$ cat src/rtl/fpp_pkg.sv
// Shared types, constants and tables of the fisheye projection core.
package fpp_pkg;

  // Default sizes of the coefficient store and the angle iteration.
  localparam int MAX_TERMS_DEF   = 16;
  localparam int ANGLE_STEPS_DEF = 24;

  // Configuration port geometry.
  localparam int CFG_IDX_W  = 3;
  localparam int CFG_DATA_W = 32;

  // Configuration register indexes.
  typedef enum logic [CFG_IDX_W-1:0] {
    REG_CENTER_X   = 3'd0,
    REG_CENTER_Y   = 3'd1,
    REG_AFFINE_C   = 3'd2,
    REG_AFFINE_D   = 3'd3,
    REG_AFFINE_E   = 3'd4,
    REG_POLY_TERMS = 3'd5
  } cfg_reg_t;

  // Reset value of affine_c: 1.0 in Q2.30.
  localparam logic signed [31:0] AFFINE_ONE = 32'sh4000_0000;

  // Polynomial accumulator saturation bounds, +-2^55.
  localparam logic signed [63:0] RHO_LIM = 64'sh0080_0000_0000_0000;
  localparam logic signed [63:0] RHO_NEG = 64'shFF80_0000_0000_0000;

  // Normalization thresholds for the angle unit: 2^51 and 2^59.
  localparam logic [59:0] NORM_COARSE = 60'h008_0000_0000_0000;
  localparam logic [59:0] NORM_TARGET = 60'h800_0000_0000_0000;

  // Operations of the shared multiplier; each selects its operands and where its product goes.
  typedef enum logic [2:0] {
    OP_XX     = 3'd0,
    OP_YY     = 3'd1,
    OP_HORNER = 3'd2,
    OP_RX     = 3'd3,
    OP_RY     = 3'd4,
    OP_XC     = 3'd5,
    OP_YD     = 3'd6,
    OP_XE     = 3'd7
  } mul_op_t;

  // Commands from the controller to the datapath.
  typedef struct packed {
    logic    load_point;
    logic    coef_write;
    logic    mul_go;
    mul_op_t mul_op;
    logic    sqrt_start;
    logic    angle_start;
    logic    div_start;
    logic    k_load;
    logic    k_dec;
    logic    acc_init;
    logic    out_load;
  } cmd_t;

  // Status from the datapath to the controller.
  typedef struct packed {
    logic mul_done;
    logic sqrt_done;
    logic norm_zero;
    logic cordic_done;
    logic div_busy;
    logic k_zero;
    logic out_free;
  } sts_t;

  // Arctangent of 2^-i in Q2.30.
  function automatic logic signed [31:0] atan_q30(input logic [5:0] idx);
    logic signed [31:0] v;
    case (idx)
      6'd0:  v = 32'sd843314856;
      6'd1:  v = 32'sd497837829;
      6'd2:  v = 32'sd263043836;
      6'd3:  v = 32'sd133525158;
      6'd4:  v = 32'sd67021686;
      6'd5:  v = 32'sd33543515;
      6'd6:  v = 32'sd16775850;
      6'd7:  v = 32'sd8388437;
      6'd8:  v = 32'sd4194282;
      6'd9:  v = 32'sd2097149;
      6'd10: v = 32'sd1048575;
      6'd11: v = 32'sd524287;
      6'd12: v = 32'sd262143;
      6'd13: v = 32'sd131071;
      6'd14: v = 32'sd65535;
      6'd15: v = 32'sd32767;
      6'd16: v = 32'sd16383;
      6'd17: v = 32'sd8191;
      6'd18: v = 32'sd4095;
      6'd19: v = 32'sd2047;
      6'd20: v = 32'sd1023;
      6'd21: v = 32'sd511;
      6'd22: v = 32'sd255;
      6'd23: v = 32'sd127;
      6'd24: v = 32'sd63;
      6'd25: v = 32'sd31;
      6'd26: v = 32'sd15;
      6'd27: v = 32'sd8;
      6'd28: v = 32'sd4;
      6'd29: v = 32'sd2;
      6'd30: v = 32'sd1;
      default: v = 32'sd0;
    endcase
    return v;
  endfunction

  // Saturate a pixel sum to the signed 32-bit range.
  function automatic logic [31:0] sat32(input logic [43:0] v);
    logic [31:0] r;
    if ((v[43:31] == 13'h0000) || (v[43:31] == 13'h1FFF)) begin
      r = v[31:0];
    end else if (v[43]) begin
      r = 32'h8000_0000;
    end else begin
      r = 32'h7FFF_FFFF;
    end
    return r;
  endfunction

endpackage

$ cat src/rtl/fpp_ctrl.sv
// Sequencing state machine of the fisheye projection core.
module fpp_ctrl (
  input  logic          clk,
  input  logic          rst,
  input  logic          in_valid,
  input  logic          kind,
  output logic          in_ready,
  input  fpp_pkg::sts_t sts,
  output fpp_pkg::cmd_t cmd
);

  typedef enum logic [18:0] {
    S_IDLE  = 19'h00001,
    S_PREP  = 19'h00002,
    S_SQX   = 19'h00004,
    S_SQY   = 19'h00008,
    S_ROOT  = 19'h00010,
    S_NCHK  = 19'h00020,
    S_ANGLE = 19'h00040,
    S_HLD   = 19'h00080,
    S_HRD   = 19'h00100,
    S_HACC  = 19'h00200,
    S_HGO   = 19'h00400,
    S_HMUL  = 19'h00800,
    S_DIVW  = 19'h01000,
    S_MRX   = 19'h02000,
    S_MRY   = 19'h04000,
    S_MXC   = 19'h08000,
    S_MYD   = 19'h10000,
    S_MXE   = 19'h20000,
    S_OUT   = 19'h40000
  } state_t;

  state_t state;
  state_t state_next;

  // State register.
  always_ff @(posedge clk) begin
    if (rst) begin
      state <= S_IDLE;
    end else begin
      state <= state_next;
    end
  end

  // Next state and command decode.
  always_comb begin
    state_next = state;
    cmd        = '0;
    in_ready   = (state == S_IDLE);
    case (state)
      S_IDLE: begin
        if (in_valid) begin
          if (kind) begin
            cmd.load_point = 1'b1;
            state_next     = S_PREP;
          end else begin
            cmd.coef_write = 1'b1;
          end
        end
      end
      S_PREP: begin
        cmd.mul_go = 1'b1;
        cmd.mul_op = fpp_pkg::OP_XX;
        state_next = S_SQX;
      end
      S_SQX: begin
        if (sts.mul_done) begin
          cmd.mul_go = 1'b1;
          cmd.mul_op = fpp_pkg::OP_YY;
          state_next = S_SQY;
        end
      end
      S_SQY: begin
        if (sts.mul_done) begin
          cmd.sqrt_start = 1'b1;
          state_next     = S_ROOT;
        end
      end
      S_ROOT: begin
        if (sts.sqrt_done) begin
          state_next = S_NCHK;
        end
      end
      S_NCHK: begin
        if (sts.norm_zero) begin
          state_next = S_OUT;
        end else begin
          cmd.angle_start = 1'b1;
          cmd.div_start   = 1'b1;
          state_next      = S_ANGLE;
        end
      end
      S_ANGLE: begin
        if (sts.cordic_done) begin
          state_next = S_HLD;
        end
      end
      S_HLD: begin
        cmd.k_load = 1'b1;
        state_next = S_HRD;
      end
      S_HRD: begin
        state_next = S_HACC;
      end
      S_HACC: begin
        cmd.acc_init = 1'b1;
        state_next   = S_HGO;
      end
      S_HGO: begin
        if (sts.k_zero) begin
          state_next = S_DIVW;
        end else begin
          cmd.k_dec  = 1'b1;
          cmd.mul_go = 1'b1;
          cmd.mul_op = fpp_pkg::OP_HORNER;
          state_next = S_HMUL;
        end
      end
      S_HMUL: begin
        if (sts.mul_done) begin
          if (sts.k_zero) begin
            state_next = S_DIVW;
          end else begin
            cmd.k_dec  = 1'b1;
            cmd.mul_go = 1'b1;
            cmd.mul_op = fpp_pkg::OP_HORNER;
          end
        end
      end
      S_DIVW: begin
        if (!sts.div_busy) begin
          cmd.mul_go = 1'b1;
          cmd.mul_op = fpp_pkg::OP_RX;
          state_next = S_MRX;
        end
      end
      S_MRX: begin
        if (sts.mul_done) begin
          cmd.mul_go = 1'b1;
          cmd.mul_op = fpp_pkg::OP_RY;
          state_next = S_MRY;
        end
      end
      S_MRY: begin
        if (sts.mul_done) begin
          cmd.mul_go = 1'b1;
          cmd.mul_op = fpp_pkg::OP_XC;
          state_next = S_MXC;
        end
      end
      S_MXC: begin
        if (sts.mul_done) begin
          cmd.mul_go = 1'b1;
          cmd.mul_op = fpp_pkg::OP_YD;
          state_next = S_MYD;
        end
      end
      S_MYD: begin
        if (sts.mul_done) begin
          cmd.mul_go = 1'b1;
          cmd.mul_op = fpp_pkg::OP_XE;
          state_next = S_MXE;
        end
      end
      S_MXE: begin
        if (sts.mul_done) begin
          state_next = S_OUT;
        end
      end
      S_OUT: begin
        if (sts.out_free) begin
          cmd.out_load = 1'b1;
          state_next   = S_IDLE;
        end
      end
      default: begin
        state_next = S_IDLE;
      end
    endcase
  end

endmodule

$ cat config.mk
export PLATFORM = sky130hd
export DESIGN_NAME = fpp_ctrl
export DESIGN_NICKNAME = d
export VERILOG_FILES = /design/src/rtl/fpp_pkg.sv /design/src/rtl/fpp_ctrl.sv
export SDC_FILE = /design/constraint.sdc
export NUM_CORES = 1
export LEC_CHECK = 0
export BUFFER_PORTS_ARGS = -buffer_cell sky130_fd_sc_hd__buf_2
export CAP_MARGIN = 5
export CORE_MARGIN = 3
export CORE_UTILIZATION = 25
export DETAILED_ROUTE_END_ITERATION = 6
export GPL_TIMING_DRIVEN = 1
export PLACE_DENSITY = 0.5
export SKIP_LAST_GASP = 1
export SLEW_MARGIN = 20
export SYNTH_ARGS = -nofsm -noshare
export SYNTH_HDL_FRONTEND = slang
export SYNTH_SLANG_ARGS = --single-unit
$ cat constraint.sdc
create_clock -name clk -period 6.35 [get_ports clk]
set_clock_uncertainty 0.15 [all_clocks]
set_input_delay 0.635 -clock clk [delete_from_list [all_inputs] [get_ports clk]]
set_output_delay 0.635 -clock clk [all_outputs]
set_load 0.01 [all_outputs]
== Word-level counts from Yosys, hierarchy flattened ==
Index checks and enable logic that the tools add are counted.
Storage, ports and cells
  input port bits: 11
  flip-flop bits (word level): 19
  output and inout port bits: 14
  word-level logic and storage cells: 78
Cells by class
  equality and inequality tests: 34
  reductions and logical operators: 1
  muxes and demuxes: 42
Operator list (count)
  19-bit one-hot mux with 19 select lines: 1
  19-bit two-way mux: 16
  4-bit one-hot mux with 9 select lines: 1
  4-bit two-way mux: 8
  2-bit inequality test, second input constant: 15
  19-bit by 1-bit == test with 1-bit output, second input constant: 1
  19-bit by 10-bit == test with 1-bit output, second input constant: 1
  19-bit by 11-bit == test with 1-bit output, second input constant: 1
  19-bit by 12-bit == test with 1-bit output, second input constant: 1
  19-bit by 13-bit == test with 1-bit output, second input constant: 1
  19-bit by 14-bit == test with 1-bit output, second input constant: 1
  19-bit by 15-bit == test with 1-bit output, second input constant: 1
  19-bit by 16-bit == test with 1-bit output, second input constant: 1
  19-bit by 17-bit == test with 1-bit output, second input constant: 1
  19-bit by 18-bit == test with 1-bit output, second input constant: 1
  19-bit == test, second input constant: 1
  19-bit by 2-bit == test with 1-bit output, second input constant: 1
  19-bit by 3-bit == test with 1-bit output, second input constant: 1
  19-bit by 4-bit == test with 1-bit output, second input constant: 1
  19-bit by 5-bit == test with 1-bit output, second input constant: 1
  19-bit by 6-bit == test with 1-bit output, second input constant: 1
  19-bit by 7-bit == test with 1-bit output, second input constant: 1
  19-bit by 8-bit == test with 1-bit output, second input constant: 1
  19-bit by 9-bit == test with 1-bit output, second input constant: 1
  5 further kinds: 17

== Longest topological paths before layout ==
Gate-level depths: netlist of run 1.
  word-level depth: 3
  depth in mapped cells: 9

== Least setup slack after synthesis of run 1 ==
OpenSTA, ideal clock, no wires.
  path kind: register -> output
  from: register state[4]
  to: output port cmd[11] (netlist bit)
  path slack: 3.688 ns
  buffers on the path: 1
  stages on the path, launching flop included: 7
  data arrival time: 1.877 ns
  cells stage by stage: dfxtp_1 -> buf_2 -> or4_2 -> nor2_1 -> and4_1 -> nand2_1 -> nor2_1
RTL lines
  start: declaration: RTL line fpp_ctrl.sv:34  | state_t state;
  start signal: assignment: RTL line fpp_ctrl.sv:42  | state <= state_next;
  end: declaration: RTL line fpp_ctrl.sv:9  | output fpp_pkg::cmd_t cmd

==> results.md, run 1 <==
- Fin. max-slew vios: 0
- Startpoint type of the worst setup path: flip-flop
- Fin nets: 216
- Largest registers: state: 19 flops
- Final hold vios: 0
- Total number of H-tree levels: 1
- # diodes: 0
- Final Non-Filler Cells: 276
- CP Class: flip-flop to primary output
- Hold crit path type: flip-flop to flip-flop
- Slowest cell on crit path: or4_1
- Row count: 27
- Root Buffer: clkbuf_8
- Post-Route WL: 4450 um
- Max_slew headroom: 0.532
- Fraction of registers with async set or reset after synthesis: 0
- Unique masters post-synth: 53
- Post-DP HPWL: 3430 um
- Ports: 25
- Post-CTS setup buffers: 0
- Post-synth top area share: 0.257
- Top FF cell, synth: dfxtp_1
- Syn-to-layout area delta: 12.0%
- Fraction of layout instances using a drive strength above 1: 0.235
- Critical Path RT: 5.56 ns
- Number of global-route vias before repair: 1429
- Core area: 5610 um^2
- Most flops, register: state
- Setup slack, reg-to-reg: 3.60 ns
- Fin crit period: 3.33 ns
- Largest stage delay, worst path: 0.59 ns
- Largest area contributor in the netlist: dfxtp_1
- WL per Instance: 16.1 um
- Most frequent CP cell: nand3_1
- CTS resizes: 0
- Area taken by multi-input logic gates: 1010 um^2
- Post-CTS Hold Fix Bufs: 0
- Least-Margin Pin Slew: 0.695 ns
- Die area: 6890 um^2
- RSZ-0062 raised after global routing: no
- Leakage power: 0.659 nW
- Register area: 380 um^2
- Peak supply drop: 0.105 mV
- Worst-path clk slew: 0.08 ns
- Number of flops mapped to enable cells by yosys: 0
- Sequential element share of the synthesized area: 0.257
- Top cell family by delay on the critical path: simple AND/OR/NAND/NOR gates
- Via count: 1532
- Overall die height: 83.0 um
- DR vias/cell: 5.55
- Drc violations: 0
- CTS tree: built
- Critical Path AT: 2.55 ns
- Max reg flops: 19
- CP Max Fanout: 7
- Max_cap viols: 0
- Filler instances: 654
- Starting Density: 0.264
- Status: finished, final reports clean
- Synthesized area: 1480 um^2
- Number of CTS-inserted buffers: 3
- First-pass GRT wire length: 7270 um
- Sink Count: 19
- Setup TNS: 0 ns
- Setup crit end kind: primary output
- Cell Chain, Critical Path: or4_1 > nor3_1 > nand3_1 > nor4b_1 > o21ai_0 > nand3_1 > buf_2
- Fmax: 0.300 GHz
- Power per cell area: 209 nW/um^2
- Largest net degree at the start of global routing: 21
- Worst skew pair latency: 0.26 ns
- Mapped Avg Cell Area: 7.88 um^2
- Syn_nets: 199
- Initial antenna violation count: 0
- Die Width: 83.0 um
- Clock buffer depth: 2
- Gr usage total: 0.131
- Routability cong.: 0.915
- ANT nets after route: 0
- Synthesized flop and latch total: 19
- Cell count after synthesis: 188
- First-pass iteration count of the detailed router: 4
- Top cells by area, synth: dfxtp_1 (26%), nor2_1 (4.8%), nand4_1 (4.6%), o31ai_1 (4.6%), nor4_1 (4.2%)
- CP bufs+invs: 1
- Grt ovf: 0
- Final setup fails: 0
- Inst Count DP: 272
- Syn. warnings: 0
- Initial drt markers: 134
- Fin crit share: 0.525
- IO Port Bufs: 24
cell families after synthesis:
logic type,after synthesis,share of synthesized area
simple gates,112,0.486
buf+inv,15,0.0633
xor+xnor,5,0.0296
flops,19,0.257
compound gates,37,0.165
cell usage in the layout, fill, tap and decap left out, types with 4 or more instances in the layout:
| cell type | netlist | layout |
|---|---|---|
| a21oi_1 | 12 | 12 |
| buf_2 | 5 | 24 |
| dfxtp_1 | 19 | 19 |
| nand2_1 | 8 | 8 |
| nand2b_1 | 4 | 4 |
| nand3_1 | 5 | 5 |
| nand4_1 | 11 | 11 |
| nor2_1 | 19 | 19 |
| nor3_1 | 11 | 11 |
| nor4_1 | 10 | 10 |
| o21ai_0 | 7 | 7 |
| o31ai_1 | 9 | 9 |
| or4_1 | 5 | 5 |
synth_stat cells (3+ instances only):
cell and instances:
nand4_1 11, a21oi_1 12, nor4_1 10, buf_6 3, nor2_1 19, o21ai_0 7, nor4b_1 3, or4_1 5
xor2_1 3, nand3_1 5, nor3_1 11, and4_2 3, buf_2 5, nor3b_1 3, dfxtp_1 19, nand2_1 8
o31ai_1 9, nand2b_1 4
metrics by stage:
step	utilization	setup WS [ns]	instance area [um^2]	power [mW]	hold WS [ns]
6_report	0.296	3.02	1660	0.346	0.378
5_1_grt	0.296	2.79	1660	0.372	0.421
4_1_cts	0.296	2.99	1660	0.349	0.374
3_5_place_dp	0.288	3.29	1610	0.260	0.366
3_3_place_gp	0.288	3.25	1610	0.261	0.349
2_1_floorplan	-	3.69	1480	0.221	0.325
power by group:
group / leakage, nW / internal [mW] / switching (mW) / total, mW
clock: 0.0255 / 0.0437 / 0.0442 / 0.0880
sequential: 0.153 / 0.124 / 0.00837 / 0.132
combinational: 0.480 / 0.0464 / 0.0796 / 0.126
tightest hold or removal path: stages, from the launching register on:
cell and delay [ns]:
dfxtp_1 0.34, nand2b_1 0.09, nor4_1 0.05
worst paths after layout:
| check | from | end | depth (start not counted) |
|---|---|---|---|
| hold / removal | state[8] | state[9] | 2 |
| setup reg to reg | state[8] | state[12] | 6 |
| setup / recovery | state[2] | cmd[8] | 7 |
| hold reg to reg | state[8] | state[9] | 2 |
area by class of cell:
class / instances / share of cell area
repair buffers: 25 / 0.0769
well taps: 72 / 0.0543
multi-input cells: 154 / 0.607
clock buffers: 3 / 0.0249
clock inverters: 1 / 0.00302
inverters: 2 / 0.00452
flip-flops and latches: 19 / 0.229
per-layer routing:
metal  part of all wire  vias to the layer above  GRT usage
met1               0.49                      726      0.183
met2               0.44                       44      0.200
li1                   -                      756          -
met5                  0                        -          0
met4              0.020                        0     0.0535
met3              0.046                        6     0.0188
No activity file was read; power rests on OpenSTA's default activity.
==> run 2, diff against run 1 <==
--- a/config.mk
+++ b/config.mk
@@ -5,6 +5,7 @@
 export SDC_FILE = /design/constraint.sdc
 export NUM_CORES = 1
 export LEC_CHECK = 0
+export ABC_AREA = 1
 export BUFFER_PORTS_ARGS = -buffer_cell sky130_fd_sc_hd__buf_2
 export CAP_MARGIN = 5
 export CORE_MARGIN = 3
==> constraint.sdc (replaced) <==
create_clock -name clk -period 3.5 [get_ports clk]
set_clock_uncertainty 0.15 [all_clocks]
set_input_delay 0.35 -clock clk [delete_from_list [all_inputs] [get_ports clk]]
set_output_delay 0.35 -clock clk [all_outputs]
set_load 0.01 [all_outputs]
==> run 2 against run 1 <==
  * Wire length decreased by 14%
  * Synthesized cell count increased by 31%
  * Critical endpoint is now cmd[10]
  * Sequential share of layout area decreased by 0.75 points
  * Power increased to 2.9 times the previous value
  * Global-route usage decreased by 1.8 points
  * Combinational power increased to 4.5 times the previous value
  * Register-to-register slack got worse by 2.4 ns
  * Clock-buffer cell count increased by 1
  * Largest cell class unchanged
  * Critical path depth increased by 2
==> results.md, run 2 <==
- CTS tree: built
- Post-synth top area share: 0.253 (-0.00406)
- Syn-to-layout area delta: 14.0%
- Fin crit share: 0.765
- CTS resizes: 0 (unchanged)
- Number of flops mapped to enable cells by yosys: 0 (unchanged)
- Fraction of registers with async set or reset after synthesis: 0 (unchanged)
- Most flops, register: state
- Setup slack, reg-to-reg: 1.17 ns (-2.43 ns)
- Post-DP HPWL: 3020 um (-12%)
- Setup crit end kind: primary output
- Syn. warnings: 0 (unchanged)
- Sink Count: 19 (unchanged)
- Startpoint type of the worst setup path: flip-flop
- Status: finished, final reports clean
- Reg2reg start: state[8]
- Commonest non-fill, non-tap cell in the layout: nand2_1
- Cell Chain, Critical Path: nor2_2 > nand2_2 > nor2_2 > nand3_1 > or2_2 > o21ai_0 > inv_1 > o2111ai_1 > buf_2
- Top sig layer: met4
- Worst skew pair latency: 0.26 ns (about the same)
- Largest registers: state: 19 flops
- Setup TNS: 0 ns (unchanged)
- Top cells by area, synth: dfxtp_1 (25%), nand2_1 (12%), inv_1 (11%), nor2_1 (11%), nand3_1 (8.0%)
- Initial antenna violation count: 0 (unchanged)
- Synthesized flop and latch total: 19 (unchanged)
- Hold_ws: 0.277 ns (-0.101 ns)
- Largest area contributor in the netlist: dfxtp_1
- Ports: 25 (unchanged)
- Worst-path clk slew: 0.08 ns (about the same)
- Core area: 5680 um^2 (+1.2%)
- Least-Margin Pin Slew: 0.561 ns (-0.134 ns)
- Fmax: 0.373 GHz
- Max reg flops: 19 (unchanged)
- Synth cell count leaders: nand2_1 (48), inv_1 (45), nor2_1 (44)
- Inst Count DP: 337 (+24%)
- RSZ-0062 raised after global routing: no
- Fin crit period: 2.68 ns
- Critical Path RT: 3.00 ns (-2.56 ns)
- Peak supply drop: 0.261 mV (+150%)
- Post-CTS setup buffers: 0 (unchanged)
- Hold crit path type: input port to flip-flop
- Metal1 wirelength: 1960 um (-9.7%)
- Die Width: 83.6 um (+0.74%)
- CP bufs+invs: 2 (+1)
- Final Non-Filler Cells: 341 (+24%)
- Die area: 6990 um^2 (+1.5%)
- Final setup fails: 0 (unchanged)
- Starting Density: 0.265 (+0.00104)
- Sequential element share of the synthesized area: 0.253 (-0.00406)
- IO Port Bufs: 24 (unchanged)
- First-pass GRT wire length: 6430 um (-12%)
- Most frequent CP cell: nor2_2
- Initial drt markers: 104 (-22%)
- Max_slew headroom: 0.624 (+0.0914)
- Fraction of layout instances using a drive strength above 1: 0.216 (-0.0197)
- Row count: 27 (unchanged)
- Mapped Avg Cell Area: 6.12 um^2 (-22%)
- WL per Instance: 11.2 um (-30%)
- Drc violations: 0 (unchanged)
- Area taken by multi-input logic gates: 892 um^2 (-11%)
- Critical Path AT: 2.18 ns (-0.37 ns)
- CP Class: flip-flop to primary output
- CP Max Fanout: 11 (+4)
- Max_cap viols: 0 (unchanged)
- Overall die height: 83.6 um (+0.74%)
- Total number of H-tree levels: 1 (unchanged)
- Syn_nets: 257 (+29%)
- Largest stage delay, worst path: 0.39 ns (-0.20 ns)
- First-pass iteration count of the detailed router: 4 (unchanged)
- Hold endpoint: state[6]
- Synthesized area: 1510 um^2 (+1.6%)
- Power Total: 1.01 mW (+190%)
- Wire length on met2: 1740 um (-12%)
- Leakage power: 0.990 nW (+50%)
- Filler instances: 636 (-2.8%)
- Via count: 1469 (-4.1%)
- Post-Route WL: 3840 um (-14%)
- Routability cong.: 0.856 (-6.5%)
- Most frequent cells in the layout: nand2_1 (48), inv_1 (45), nor2_1 (44), nand3_1 (24), buf_2 (24)
- DR vias/cell: 4.31 (-22%)
- Fin. max-slew vios: 0 (unchanged)
- Min-delay src: sts[4]
- Top cell family by delay on the critical path: simple AND/OR/NAND/NOR gates
- Number of CTS-inserted buffers: 3 (unchanged)
- Cell count after synthesis: 246 (+31%)
- ANT nets after route: 0 (unchanged)
- Hold path depth: 4 (+2)
- Unique masters post-synth: 28 (-47%)
- Root Buffer: clkbuf_8
- Number of global-route vias before repair: 1365 (-4.5%)
- Slowest cell on crit path: nor2_2
- Wire length on met3: 94 um (-54%)
- FF-to-FF End: state[1]
- Gr usage total: 0.112 (-0.0184)
- Power per cell area: 589 nW/um^2 (+180%)
- Final hold vios: 0 (unchanged)
- Top FF cell, synth: dfxtp_1
- Largest net degree at the start of global routing: 24 (+14%)
- Fin nets: 281 (+30%)
- Worst Reg-to-Reg Cells: 12 (+6)
- Most common cell in the synthesized netlist: nand2_1
- # diodes: 0 (unchanged)
- Post-CTS Hold Fix Bufs: 0 (unchanged)
- Clock buffer depth: 2 (unchanged)
- Register area: 380 um^2 (unchanged)
- Grt ovf: 0 (unchanged)
run 2: cell types whose count changed in the layout (fill, tap and decap cells not counted), moves of 6 or more:
cell / previous run / this run
nor2_1: 19 / 44
nand3_1: 5 / 24
a21oi_1: 12 / 1
nor2_4: 1 / 7
inv_1: 2 / 45
nand4_1: 11 / 5
nor4_1: 10 / 0
o31ai_1: 9 / 0
nand2_1: 8 / 48
run 2: logic make-up (layout without fill, tap and decap cells):
family,Yosys count,in the layout,share of synthesized area
and+or+nand+nor,164,164,0.560
buffers and inverters,55,78,0.155
DFF,19,19,0.253
AOI/OAI and AO/OA,8,8,0.0324
run 2: power breakdown:
| part | internal (mW) | leakage [nW] | switching, mW | total, mW |
|---|---|---|---|---|
| Combinational | 0.177 | 0.813 | 0.389 | 0.566 |
| Sequential | 0.250 | 0.155 | 0.0314 | 0.282 |
| Clock | 0.0811 | 0.0228 | 0.0822 | 0.163 |
run 2: layout make-up:
cell class,instances,area share
flip-flops and latches,19,0.222
repair buffers,24,0.0700
well taps,72,0.0525
multi-input cells,172,0.520
clock buffers,4,0.0263
inverters,50,0.109
run 2: worst max path at each step:
stage               cells past startpoint  slack [ns]  startpoint      end
finish                                  9        0.82    state[8]  cmd[10]
detailed placement                      9        1.12    state[8]  cmd[10]
global placement                        9        1.17   state[11]  cmd[10]
CTS                                     9        0.82    state[8]  cmd[10]
floorplan                               9        1.58   state[16]  cmd[10]
global route                            9        0.58    state[8]  cmd[10]
run 2: worst reg2reg max path: stages (launching register included):
cell,delay (ns)
dfxtp_1,0.34
nor2_2,0.15
nand2_2,0.11
nor2_2,0.39
nand2_1,0.18
a21oi_2,0.13
nor2_1,0.06
nand2_1,0.07
nand2_2,0.09
nand2_4,0.23
inv_1,0.16
nand3_1,0.10
inv_1,0.07
run 2: routing by layer:
metal  up-vias  track usage
met3         2       0.0128
met2        23        0.185
met1       638        0.155
li1        806            -
met4         0       0.0307
met5         -            0
run 2: per-stage QoR:
| stage | util | area [um^2] | worst slack [ns] |
|---|---|---|---|
| after detailed placement | 0.294 | 1670 | 1.12 |
| after global routing | 0.302 | 1720 | 0.580 |
| after global placement | 0.294 | 1670 | 1.17 |
| after floorplan | - | 1510 | 1.58 |
| final | 0.302 | 1720 | 0.821 |
| after CTS | 0.302 | 1720 | 0.816 |
==> run 3, diff against run 2 <==
--- a/config.mk
+++ b/config.mk
@@ -12,7 +12,7 @@
 export CORE_UTILIZATION = 25
 export DETAILED_ROUTE_END_ITERATION = 6
 export GPL_TIMING_DRIVEN = 1
-export PLACE_DENSITY = 0.5
+export PLACE_DENSITY = 0.51
 export SKIP_LAST_GASP = 1
 export SLEW_MARGIN = 20
 export SYNTH_ARGS = -nofsm -noshare
==> constraint.sdc (replaced) <==
create_clock -name clk -period 2.4 [get_ports clk]
set_clock_uncertainty 0.15 [all_clocks]
set_input_delay 0.24 -clock clk [delete_from_list [all_inputs] [get_ports clk]]
set_output_delay 0.24 -clock clk [all_outputs]
set_load 0.01 [all_outputs]
==> run 3 against run 2 <==
  * Global-route usage grew 0.21 points
  * Combinational power up 71%
  * Power up 60%
  * Highest routed layer unchanged
  * Sequential share of layout area shrank 1.3 points
  * Sequential power increased by 48%
  * Die area unchanged
  * Final cell count increased by 3.8%
  * First-iteration DRC count fell by 12%
  * Worst setup slack lost 0.69 ns
  * Critical path depth stayed put
  * Register-to-register slack got worse by 0.95 ns
==> results.md, run 3 (synthesized netlist as in run 2, its figures left out) <==
- Status: finished, final reports clean
- Row count: 27 (unchanged)
- Cell Chain, Critical Path: nor2_4 > nand2_2 > nor2_4 > nand3_2 > or2_2 > o21ai_0 > inv_1 > o2111ai_1 > buf_2
- Die Width: 83.6 um (unchanged)
- Initial antenna violation count: 0 (unchanged)
- Final hold vios: 0 (unchanged)
- Fraction of layout instances using a drive strength above 1: 0.259 (+0.0433)
- DR vias/cell: 4.33 (+0.46%)
- Largest net degree at the start of global routing: 24 (unchanged)
- Number of global-route vias before repair: 1397 (+2.3%)
- Hold endpoint: state[6]
- Total number of H-tree levels: 1 (unchanged)
- Number of CTS-inserted buffers: 3 (unchanged)
- # diodes: 0 (unchanged)
- Root Buffer: clkbuf_8
- Design area: 1830 um^2 (+6.6%)
- Routability cong.: 0.804 (-6.0%)
- Top cell family by delay on the critical path: simple AND/OR/NAND/NOR gates
- Hold crit path type: input port to flip-flop
- First-pass iteration count of the detailed router: 4 (unchanged)
- Reg power frac: 0.257 (-0.022)
- Ports: 25 (unchanged)
- Fmax: 0.440 GHz
- Worst-path clk slew: 0.07 ns (about the same)
- Die area: 6990 um^2 (unchanged)
- Combinational power share: 0.600 (+0.040)
- Inst Count DP: 338 (+0.30%)
- Hold path depth: 4 (unchanged)
- Worst Reg-to-Reg Cells: 14 (+2)
- Critical Path AT: 1.88 ns (-0.30 ns)
- Power per cell area: 884 nW/um^2 (+50%)
- Fin crit share: 0.946
- Setup crit end kind: primary output
- Clock group share of total power: 0.143 (-0.019)
- CP bufs+invs: 2 (unchanged)
- Fin util: 0.322 (+0.0201)
- Clock buffer depth: 2 (unchanged)
- Final setup fails: 0 (unchanged)
- Syn-to-layout area delta: 21.5%
- CP Max Fanout: 4 (-7)
- Max_slew headroom: 0.610 (-0.0140)
- IO Port Bufs: 24 (unchanged)
- Most frequent CP cell: nor2_4
- Overall die height: 83.6 um (unchanged)
- Post-CTS Hold Fix Bufs: 0 (unchanged)
- Gr usage total: 0.115 (+0.00208)
- Peak supply drop: 0.389 mV (+49%)
- Slowest cell on crit path: dfxtp_2
- Startpoint type of the worst setup path: flip-flop
- Worst skew pair latency: 0.26 ns (about the same)
- Max_cap viols: 0 (unchanged)
- Min-delay src: sts[4]
- Least-Margin Pin Slew: 0.582 ns (+0.0208 ns)
- Max reg flops: 19 (unchanged)
- WL per Instance: 11.5 um (+2.4%)
- Largest registers: state: 19 flops
- Cell internal pwr: 0.848 mW (+67%)
- Core area: 5680 um^2 (unchanged)
- First-pass GRT wire length: 6590 um (+2.5%)
- Initial drt markers: 92 (-12%)
- Fin nets: 294 (+4.6%)
- Sink Count: 19 (unchanged)
- Most frequent cells in the layout: nand2_1 (48), inv_1 (45), nor2_1 (44), buf_2 (24), nand3_1 (23)
- Critical Path RT: 2.01 ns (-0.99 ns)
- Net Switching: 0.770 mW (+53%)
- ANT nets after route: 0 (unchanged)
- Post-DP HPWL: 3170 um (+5.0%)
- Fin. max-slew vios: 0 (unchanged)
- Most flops, register: state
- Fin crit period: 2.27 ns
- Sw frac: 0.476 (-0.0210)
- Post-Route WL: 4080 um (+6.3%)
- Via count: 1532 (+4.3%)
- Starting Density: 0.265 (unchanged)
- CTS tree: built
- Placed Instance Area: 1680 um^2 (+0.45%)
- Largest stage delay, worst path: 0.35 ns (-0.04 ns)
- Commonest non-fill, non-tap cell in the layout: nand2_1
- FF-to-FF End: state[7]
- Drc violations: 0 (unchanged)
- Grt ovf: 0 (unchanged)
- CP Class: flip-flop to primary output
- Reg2reg start: state[11]
- Final Non-Filler Cells: 354 (+3.8%)
- Leakage power: 1.06 nW (+6.9%)
- Setup slack, reg-to-reg: 0.22 ns (-0.95 ns)
==> run 3: cell count changes in the layout (fill, tap and decap cells not counted) <==
cell / previous run / this run
nor2_4: 7 / 9
nand3_2: 3 / 4
dfxtp_2: 0 / 1
nor2_2: 5 / 3
dfxtp_1: 19 / 18
nand3_1: 24 / 23
buf_4: 0 / 13
==> run 3: metrics by stage <==
stage / setup WS, ns / hold WS (ns) / power, mW / setup TNS [ns]
final: 0.130 / 0.160 / 1.62 / 0
after global routing: -0.0114 / 0.203 / 1.76 / -0.0114
after CTS: 0.0640 / 0.158 / 1.50 / 0
after detailed placement: 0.177 / 0.402 / 1.26 / 0
after global placement: 0.200 / 0.400 / 1.26 / 0
after floorplan: 0.586 / 0.350 / 1.14 / 0
==> run 3: tightest hold or removal path: stages <==
cell and delay (ns):
buf_2 0.09, nor2_1 0.05, nor2_1 0.10, nor2_1 0.05
==> run 3: layout make-up <==
| cell class | instances | area (um^2) |
|---|---|---|
| fill | 667 | 3850 |
| multi-input combinational | 172 | 907 |
| sequential | 19 | 382 |
| timing repair buffer | 37 | 218 |
| inverter | 50 | 188 |
| tap | 72 | 90.1 |
| clock buffer | 4 | 45.0 |
==> run 3: worst max-delay path by stage <==
stage | slack [ns] | depth (start not counted) | start | to
4_1_cts | 0.06 | 9 | state[2] | cmd[10]
2_1_floorplan | 0.59 | 9 | state[16] | cmd[10]
5_1_grt | -0.01 | 9 | state[11] | cmd[10]
3_5_place_dp | 0.18 | 13 | state[16] | state[7]
6_report | 0.13 | 9 | state[11] | cmd[10]
3_3_place_gp | 0.20 | 13 | state[16] | state[7]
==> run 3: power groups by stage <==
stage / sequential, mW / combinational (mW) / clock (mW)
4_1_cts: 0.413 / 0.845 / 0.243
3_5_place_dp: 0.419 / 0.838 / 0
5_1_grt: 0.421 / 1.08 / 0.254
2_1_floorplan: 0.409 / 0.730 / 0
3_3_place_gp: 0.420 / 0.837 / 0
6_report: 0.416 / 0.970 / 0.231
==> run 3: what timing repair did <==
item	4_1_cts	5_1_grt
setup buffers	0	12
endpoints found under the setup margin	1	4
resized for setup	1	3
pin swaps	0	7
==> run 3: layer usage <==
layer / vias up / share of wire / global-route usage
li1: 825 / - / -
met5: - / 0 / 0
met4: 0 / 0.013 / 0.0307
met1: 672 / 0.50 / 0.154
met3: 4 / 0.038 / 0.0247
met2: 31 / 0.45 / 0.184
